**src/rtl/lcal_pkg.sv**
```systemverilog
// lcal_pkg: types, constants and helpers for the binary lifting common ancestor block
// used by every module under rtl but lcal_ram; no dependencies
`default_nettype none

package lcal_pkg;

	localparam int MAX_NODES = 1024;
	localparam int LEVELS    = 10;
	localparam int NODE_W    = 11;
	localparam int IDX_W     = $clog2(MAX_NODES);
	localparam int DEPTH_W   = $clog2(MAX_NODES);
	localparam int LVL_W     = (LEVELS > 1) ? $clog2(LEVELS) : 1;
	localparam int ANC_DEPTH = LEVELS * MAX_NODES;
	localparam int ANC_AW    = $clog2(ANC_DEPTH);
	localparam int ST_N      = 23;

	localparam logic OP_LOAD  = 1'b0;
	localparam logic OP_QUERY = 1'b1;

	localparam logic ST_OK  = 1'b0;
	localparam logic ST_ERR = 1'b1;

	typedef struct packed {
		logic              op;
		logic [NODE_W-1:0] first_node;
		logic [NODE_W-1:0] second_node;
		logic [NODE_W-1:0] parent_node;
	} lcal_in_t;

	typedef struct packed {
		logic [NODE_W-1:0] ancestor;
		logic              status;
	} lcal_out_t;

	typedef enum logic [ST_N-1:0] {
		S_IDLE    = ST_N'(1) << 0,
		S_DECODE  = ST_N'(1) << 1,
		S_RB_ROOT = ST_N'(1) << 2,
		S_RB_A    = ST_N'(1) << 3,
		S_RB_AW   = ST_N'(1) << 4,
		S_RB_B    = ST_N'(1) << 5,
		S_RB_BW   = ST_N'(1) << 6,
		S_DP_INIT = ST_N'(1) << 7,
		S_DP_RD   = ST_N'(1) << 8,
		S_DP_W    = ST_N'(1) << 9,
		S_DP_WR   = ST_N'(1) << 10,
		S_Q_DU    = ST_N'(1) << 11,
		S_Q_DV    = ST_N'(1) << 12,
		S_Q_CHK   = ST_N'(1) << 13,
		S_Q_LIFT  = ST_N'(1) << 14,
		S_Q_LIFTW = ST_N'(1) << 15,
		S_Q_EQ    = ST_N'(1) << 16,
		S_Q_UP    = ST_N'(1) << 17,
		S_Q_UPA   = ST_N'(1) << 18,
		S_Q_UPB   = ST_N'(1) << 19,
		S_Q_FIN   = ST_N'(1) << 20,
		S_Q_FINW  = ST_N'(1) << 21,
		S_DONE    = ST_N'(1) << 22
	} state_t;

	typedef struct packed {
		state_t step;
	} lcal_cmd_t;

	typedef struct packed {
		logic op_query;
		logic bad_query;
		logic stale;
		logic skip_levels;
		logic j_last;
		logic lvl_last;
		logic lvl_zero;
		logic a_small;
		logic diff_bit;
		logic d_zero;
		logic uv_eq;
	} lcal_sts_t;

	function automatic logic [IDX_W-1:0] node_idx(input logic [NODE_W-1:0] node);
		return (node >= NODE_W'(MAX_NODES)) ? '0 : node[IDX_W-1:0];
	endfunction

	function automatic logic [ANC_AW-1:0] anc_addr(input logic [LVL_W-1:0] lvl,
			input logic [NODE_W-1:0] node);
		return ANC_AW'(lvl) * ANC_AW'(MAX_NODES) + ANC_AW'(node_idx(node));
	endfunction

endpackage

`default_nettype wire

```
**src/rtl/lcal_ctrl.sv**
```systemverilog
// lcal_ctrl: sequencer for load, table rebuild and query walks
// depends on lcal_pkg
`default_nettype none

module lcal_ctrl
	import lcal_pkg::*;
(
	input  wire        clk,
	input  wire        arst_n,
	input  wire        start,
	input  lcal_sts_t  sts,
	output lcal_cmd_t  cmd,
	output logic       busy,
	output logic       done
);

	state_t state_q, state_d;

	always_ff @(posedge clk or negedge arst_n) begin
		if (!arst_n) begin
			state_q <= S_IDLE;
		end else begin
			state_q <= state_d;
		end
	end

	always_comb begin
		state_d = state_q;
		unique case (state_q)
			S_IDLE: begin
				if (start) state_d = S_DECODE;
			end
			S_DECODE: begin
				priority if (!sts.op_query) state_d = S_IDLE;
				else if (sts.bad_query)     state_d = S_DONE;
				else if (sts.stale)         state_d = S_RB_ROOT;
				else                        state_d = S_Q_DU;
			end
			S_RB_ROOT: begin
				if (sts.lvl_last) state_d = sts.skip_levels ? S_DP_INIT : S_RB_A;
			end
			S_RB_A:  state_d = S_RB_AW;
			S_RB_AW: begin
				priority if (!sts.a_small)         state_d = S_RB_B;
				else if (sts.j_last && sts.lvl_last) state_d = S_DP_INIT;
				else                               state_d = S_RB_A;
			end
			S_RB_B:  state_d = S_RB_BW;
			S_RB_BW: state_d = (sts.j_last && sts.lvl_last) ? S_DP_INIT : S_RB_A;
			S_DP_INIT: state_d = S_DP_RD;
			S_DP_RD:   state_d = S_DP_W;
			S_DP_W:    state_d = sts.lvl_zero ? S_DP_WR : S_DP_RD;
			S_DP_WR:   state_d = sts.j_last ? S_Q_DU : S_DP_INIT;
			S_Q_DU:    state_d = S_Q_DV;
			S_Q_DV:    state_d = S_Q_CHK;
			S_Q_CHK:   state_d = (sts.d_zero || sts.uv_eq) ? S_DONE : S_Q_LIFT;
			S_Q_LIFT: begin
				priority if (sts.diff_bit) state_d = S_Q_LIFTW;
				else if (sts.lvl_last)     state_d = S_Q_EQ;
				else                       state_d = S_Q_LIFT;
			end
			S_Q_LIFTW: state_d = sts.lvl_last ? S_Q_EQ : S_Q_LIFT;
			S_Q_EQ:    state_d = sts.uv_eq ? S_DONE : S_Q_UP;
			S_Q_UP:    state_d = S_Q_UPA;
			S_Q_UPA:   state_d = S_Q_UPB;
			S_Q_UPB:   state_d = sts.lvl_zero ? S_Q_FIN : S_Q_UP;
			S_Q_FIN:   state_d = S_Q_FINW;
			S_Q_FINW:  state_d = S_DONE;
			S_DONE:    state_d = S_IDLE;
			default:   state_d = S_IDLE;
		endcase
	end

	assign cmd.step = state_q;
	assign busy     = (state_q != S_IDLE);
	assign done     = (state_q == S_DONE);

endmodule

`default_nettype wire

```
**config.mk**
```make
export PLATFORM = sky130hd
export DESIGN_NAME = lcal_ctrl
export DESIGN_NICKNAME = d
export VERILOG_FILES = /design/src/rtl/lcal_pkg.sv /design/src/rtl/lcal_ctrl.sv
export SDC_FILE = /design/constraint.sdc
export NUM_CORES = 1
export LEC_CHECK = 0
export BUFFER_PORTS_ARGS = -buffer_cell sky130_fd_sc_hd__buf_2
export CORE_MARGIN = 2
export CORE_UTILIZATION = 40
export CTS_CLUSTER_DIAMETER = 120
export DETAILED_ROUTE_END_ITERATION = 8
export GPL_TIMING_DRIVEN = 0
export PLACE_DENSITY_LB_ADDON = 0.2
export SETUP_SLACK_MARGIN = 0.5
export SLEW_MARGIN = 30
export SYNTH_ARGS = -nofsm -noshare
export SYNTH_HDL_FRONTEND = slang
export SYNTH_SLANG_ARGS = --single-unit
```
**constraint.sdc**
```tcl
create_clock -name clk -period 2.8 [get_ports clk]
set_input_delay 0.56 -clock clk [delete_from_list [all_inputs] [get_ports clk]]
set_output_delay 0.56 -clock clk [all_outputs]
set_load 0.02 [all_outputs]
```
==> results.sh, run 1 <==
export IMPL_synth_area_leader_cell="dfrtp_1"
export IMPL_synth_nets=173
export IMPL_setup_tns_ns=0
export IMPL_post_route_util=0.566
export IMPL_drive_gt1_frac=0.379
export IMPL_dieWidth_um=63.1
export IMPL_ys_top_cells_by_area="dfrtp_1 39%, nor2_1 6.2%, nor4_1 4.0%"
export IMPL_leakagePower_uw=0.000948
export IMPL_min_period_ns=2.40
export IMPL_fillCellCount=319
export IMPL_crit_slowest_cell="or4_4"
export IMPL_fmax_mhz=417
export IMPL_status="completed"
export IMPL_p_seq_frac=0.442
export IMPL_avgSynthCellArea_um2=8.77
export IMPL_hold_viol=0
export IMPL_rsz0062_at_grt="true"
export IMPL_use_met1=0.250
export IMPL_worstPathArrival_ns=1.84
export IMPL_htree_num_levels=1
export IMPL_endpoint_kind="output pin"
export IMPL_fin_crit_sh=0.856
export IMPL_clk_pin_slew_ns=0.13
export IMPL_tightest_slew_ns=0.521
export IMPL_via_count=1495
export IMPL_initial_core_util=0.418
export IMPL_post_drt_wl_per_cell_um=14.9
export IMPL_finalSetupViolations=0
export IMPL_die_y_um=63.1
export IMPL_tritoncts_num_buffers=3
export IMPL_grt_busiest_layer="met2"
export IMPL_core_rowCount=21
export IMPL_insertion_delay_ns=0.31
export IMPL_grt_pass1_vias=1345
export IMPL_ant_nets=0
export IMPL_path_class="reg -> out"
export IMPL_port_buffers=38
export IMPL_crit_reg2reg_launch="cmd[15]"
export IMPL_post_drt_via_cell_ratio=5.75
export IMPL_grt_util_met3=0.0357
export IMPL_p_int_uw=525
export IMPL_pwr_share_clk=0.182
export IMPL_root_buffer="clkbuf_4"
export IMPL_hp_class="in -> async"
export IMPL_worst_ir_drop_vdd_uv=203
export IMPL_path_max_fanout=8
export IMPL_cap_viol_max_count=0
export IMPL_power_switching_uw=332
export IMPL_core_um2=3340
export IMPL_cp_top_family="simple AND/OR/NAND/NOR gates"
export IMPL_layout_nets=229
export IMPL_use_met2=0.331
export IMPL_drt_iter0_markers=92
export IMPL_grtUsageTotal=0.197
export IMPL_grt_ovfl_total=0
export IMPL_ioPinCount=39
export IMPL_clock_skew_ns=0.00490
export IMPL_dp_hpwl_um=2820
export IMPL_relSlewSlack=0.652
export IMPL_syn2layout_area_growth_pct=35.4
export IMPL_setup_worst_path_start="cmd[2]"
export IMPL_route_detailed_drc=0
export IMPL_cp_buffers_inverters=1
export IMPL_antenna_found_initial=0
export IMPL_die_area_um2=3980
export IMPL_combPwrFrac=0.376
export IMPL_grt_pass1_wl_um=6180
export IMPL_synthesis_area_um2=1400
export IMPL_clockBufferDepth=2
export IMPL_grt_max_degree=24
export IMPL_crit_path_cell_trace="or4_4 -> nor2_4 -> and4_1 -> buf_6"
export IMPL_final_max_slew_violation_count=0
export IMPL_dr_pass1_iters=4
export IMPL_drt_total_wl_um=3870
export IMPL_p_per_area_nw_per_um2=454
export IMPL_synth_top_area_frac=0.395
export IMPL_ys_async_sr_fraction=1.00
export IMPL_n_antenna_cell=0
export IMPL_critPathMaxStageDelay_ns=0.53
export IMPL_yosys_warnings=0
export IMPL_largest_reg_flops=23
export IMPL_cts_sinks=23
export IMPL_hold_buffers=0
export IMPL_synth_cells=159
export IMPL_synth_edf_count=0
export IMPL_ys_seq_area_frac=0.413
export IMPL_cts_tree="built"
export IMPL_place_gp_congestion=0.882
export IMPL_p_sw_frac=0.387
export IMPL_ys_flop_type="dfrtp_1"
export IMPL_worstPathRequired_ns=2.24
export IMPL_startpoint_type="flip-flop"
export IMPL_ys_types=45
export IMPL_ys_seq_elements=23
cell usage after synthesis, drive strengths merged (3+ instances only):
cell type,number
dfrtp,22
nand2,10
nand4,3
o21ai,10
a21oi,3
and4,5
inv,9
nor2,23
nor3,4
or4,6
nor4,10
nand3,4
nor4b,3
nand2b,5
nor3b,3
clkbuf,3
xor2,4
layout by cell type (no fill, tap or decap), drive strengths merged, types with 2 or more instances in the layout:
cell type,synthesis,routed
nand4b,2,2
nor2,23,23
dfrtp,22,22
or3,2,2
a21oi,3,3
or4,6,6
nor4b,3,3
nand2b,5,5
nand2,10,10
o2111ai,2,2
inv,9,9
nor3,4,4
nor2b,2,2
buf,1,52
xor2,4,4
and3,2,2
o21ai,10,10
clkbuf,3,6
nor4,10,10
and4,5,5
nor3b,3,3
nand4,3,3
nand3,4,4
a41o,2,2
metrics by stage:
step	worst slack (ns)	cells	hold slack [ns]	area, um2	total power (uW)
2_1_floorplan	0.520	159	0.264	1400	562
3_3_place_gp	0.313	243	0.491	1640	649
3_5_place_dp	0.325	243	0.510	1640	650
4_1_cts	0.424	256	0.208	1820	845
5_1_grt	0.343	260	0.231	1890	916
6_report	0.403	260	0.195	1890	857
layout make-up:
type / instances / area [um2] / share of cell area
Inverter: 9 / 33.8 / 0.0179
Clock inverter: 1 / 5.00 / 0.00265
Timing Repair Buffer: 51 / 294 / 0.156
Sequential cell: 23 / 584 / 0.309
Multi-Input combinational cell: 123 / 866 / 0.458
Buffer: 4 / 26.3 / 0.0139
Clock buffer: 3 / 22.5 / 0.0119
Tap cell: 46 / 57.6 / 0.0305
power groups by stage:
stage	registers [uW]	logic (uW)	clock network, uW
2_1_floorplan	398	164	0
3_3_place_gp	383	266	0
3_5_place_dp	383	267	0
4_1_cts	378	302	165
5_1_grt	384	349	183
6_report	379	322	156
logic make-up after synthesis:
| logic type | count (synthesis) | synth area share |
|---|---|---|
| XOR/XNOR | 5 | 0.0314 |
| AND/OR/NAND/NOR | 88 | 0.368 |
| buffers and inverters | 13 | 0.0350 |
| AO/OA/AOI/OAI | 30 | 0.152 |
| flip-flops | 23 | 0.413 |
worst paths after layout:
| kind | endpoint | cells after the start | slack, ns |
|---|---|---|---|
| worst max-delay path | done | 4 | 0.40 |
| worst min-delay path | cmd[7] | 1 | 0.20 |
| worst max register to register | cmd[0] | 7 | 0.42 |
| worst min register to register | cmd[6] | 1 | 0.52 |
| max in group asynchronous | cmd[10] | 1 | 2.22 |
| min in group clk | cmd[5] | 2 | 0.40 |
per-layer routing:
metal,wire [um],up-vias
met1,1700,713
li1,-,716
met4,23,0
met3,238,4
met5,0,-
met2,1900,62
what timing repair did:
item,4_1_cts,5_1_grt
pin swaps,3,4
setup buffers,9,4
gates resized for setup,23,10
setup endpoints to repair,8,9
hold endpoints to repair,0,0
Note: power is estimated with default switching activity, not from simulation.
==> run 2: changes to the inputs <==
--- a/config.mk
+++ b/config.mk
@@ -5,6 +5,7 @@
 export SDC_FILE = /design/constraint.sdc
 export NUM_CORES = 1
 export LEC_CHECK = 0
+export ABC_AREA = 1
 export BUFFER_PORTS_ARGS = -buffer_cell sky130_fd_sc_hd__buf_2
 export CORE_MARGIN = 2
 export CORE_UTILIZATION = 40
==> results.sh, run 2 <==
export IMPL_layout_nets=268
export IMPL_post_drt_wl_per_cell_um=11.1
export IMPL_die_y_um=65.2
export IMPL_ant_nets=0
export IMPL_p_int_uw=561
export IMPL_synthesis_area_um2=1500
export IMPL_ys_top_cells_by_area="dfrtp_1 37%, nor2_1 12%, inv_1 8.5%"
export IMPL_yosys_warnings=0
export IMPL_fillCellCount=411
export IMPL_rsz0062_at_grt="true"
export IMPL_route_detailed_drc=0
export IMPL_endpoint_kind="output pin"
export IMPL_final_cell_mix="48 x nor2_1, 38 x buf_2, 34 x inv_1, 34 x nand2_1, 22 x dfrtp_1"
export IMPL_leakagePower_uw=0.000991
export IMPL_root_buffer="clkbuf_8"
export IMPL_placed_cells=296
export IMPL_post_route_util=0.497
export IMPL_final_max_slew_violation_count=0
export IMPL_pwr_share_clk=0.226
export IMPL_combPwrFrac=0.370
export IMPL_holdWs_ns=0.261
export IMPL_largest_reg_flops=23
export IMPL_power_switching_uw=347
export IMPL_syn2layout_area_growth_pct=20.4
export IMPL_p_per_area_nw_per_um2=502
export IMPL_final_common_cell="nor2_1"
export IMPL_ys_async_sr_fraction=1.00
export IMPL_p_sw_frac=0.382
export IMPL_clock_skew_ns=0.00180
export IMPL_grt_pass1_wl_um=5560
export IMPL_synth_nets=224
export IMPL_status="completed"
export IMPL_avgSynthCellArea_um2=7.14
export IMPL_drive_gt1_frac=0.300
export IMPL_insertion_delay_ns=0.26
export IMPL_cap_viol_max_count=0
export IMPL_worst_ir_drop_vdd_uv=275
export IMPL_drt_total_wl_um=3340
export IMPL_synth_edf_count=0
export IMPL_via_count=1386
export IMPL_clk_pin_slew_ns=0.08
export IMPL_synth_top_area_frac=0.367
export IMPL_dieWidth_um=65.2
export IMPL_core_rowCount=22
export IMPL_setup_tns_ns=0
export IMPL_cts_tree="built"
export IMPL_path_max_fanout=7
export IMPL_postLayoutSetupSlackWorst_ns=0.635
export IMPL_ys_flop_type="dfrtp_1"
export IMPL_p_seq_frac=0.404
export IMPL_hp_class="in -> async"
export IMPL_grtUsageTotal=0.172
export IMPL_place_gp_congestion=0.822
export IMPL_grt_pass1_vias=1246
export IMPL_fmax_mhz=462
export IMPL_hold_viol=0
export IMPL_finalSetupViolations=0
export IMPL_tritoncts_num_buffers=3
export IMPL_hold_buffers=0
export IMPL_final_cells=301
export IMPL_tightest_slew_ns=0.521
export IMPL_multi_input_area_um2=795
export IMPL_ioPinCount=39
export IMPL_ys_seq_area_frac=0.384
export IMPL_synth_most_common_cell="nor2_1"
export IMPL_cts_sinks=23
export IMPL_dp_hpwl_um=2750
export IMPL_die_area_um2=4260
export IMPL_ys_seq_elements=23
export IMPL_path_class="reg -> out"
export IMPL_n_antenna_cell=0
export IMPL_synth_area_leader_cell="dfrtp_1"
export IMPL_post_drt_via_cell_ratio=4.60
export IMPL_startpoint_type="flip-flop"
export IMPL_fin_crit_sh=0.773
export IMPL_drt_iter0_markers=52
export IMPL_antenna_found_initial=0
export IMPL_core_um2=3630
export IMPL_grt_ovfl_total=0
export IMPL_port_buffers=38
export IMPL_pre_cts_slack_ns=0.888
export IMPL_netlist_top_cells_count="49 x nor2_1, 34 x inv_1, 34 x nand2_1, 22 x dfrtp_1, 14 x nand3_1"
export IMPL_htree_num_levels=1
export IMPL_ys_types=25
export IMPL_dr_pass1_iters=4
export IMPL_synth_cells=210
export IMPL_min_period_ns=2.17
export IMPL_initial_core_util=0.413
export IMPL_clockBufferDepth=2
export IMPL_worstPathArrival_ns=1.61
export IMPL_grt_max_degree=24
export IMPL_regArea_um2=577
export IMPL_worstPathRequired_ns=2.24
export IMPL_relSlewSlack=0.653
[run 2: cell type report]
class,count,share of cell area
Timing Repair Buffer,39,0.109
Multi-Input combinational cell,152,0.440
Tap cell,48,0.0332
Clock inverter,1,0.00277
Inverter,35,0.0727
Sequential cell,23,0.319
Clock buffer,3,0.0229
[run 2: per-stage QoR]
step                instance area (um2)  power, uW
global placement                   1750        710
detailed placement                 1750        711
CTS                                1800        917
finish                             1810        908
floorplan                          1500        622
global route                       1810        977
[run 2: worst max-delay path, stage by stage (launching register included)]
cell,delay (ns)
dfrtp_1,0.44
nor2_4,0.20
nand2_4,0.09
nor2_8,0.16
nand2_2,0.13
nor3_1,0.14
buf_2,0.19
[run 2: power by group through the flow]
stage                     Combinational, uW  Sequential, uW  Clock [uW]
after global routing                    379             371         228
after global placement                  337             374           0
final                                   336             367         205
after detailed placement                337             373           0
after floorplan                         231             391           0
after CTS                               339             367         212
[run 2: cells by family after synthesis]
kind of cell    share of synthesized area
buf+inv                            0.0876
simple gates                        0.450
compound gates                     0.0784
flops                               0.384
[run 2: worst paths after layout]
| check | slack (ns) | to | cells after the start | startpoint |
|---|---|---|---|---|
| max | 0.63 | done | 6 | cmd[14] |
| min | 0.26 | cmd[4] | 1 | arst_n |
| max reg2reg | 1.08 | cmd[7] | 10 | cmd[19] |
| min reg2reg | 0.60 | cmd[21] | 2 | cmd[20] |
| max in group asynchronous | 2.18 | cmd[0] | 1 | arst_n |
| min in group clk | 0.46 | cmd[5] | 2 | sts[3] |
[run 2: per-layer routing]
layer  vias to the layer above  GRT usage  share of wire
li1                        742          -              -
met1                       609      0.234           0.50
met2                        30      0.276           0.45
met3                         5     0.0223          0.041
met4                         0     0.0703          0.015
met5                         -          0              0
[run 2: repair_timing]
item	CTS	global route
setup buffers	0	1
resized for setup	0	1
setup endpoints to repair	0	2
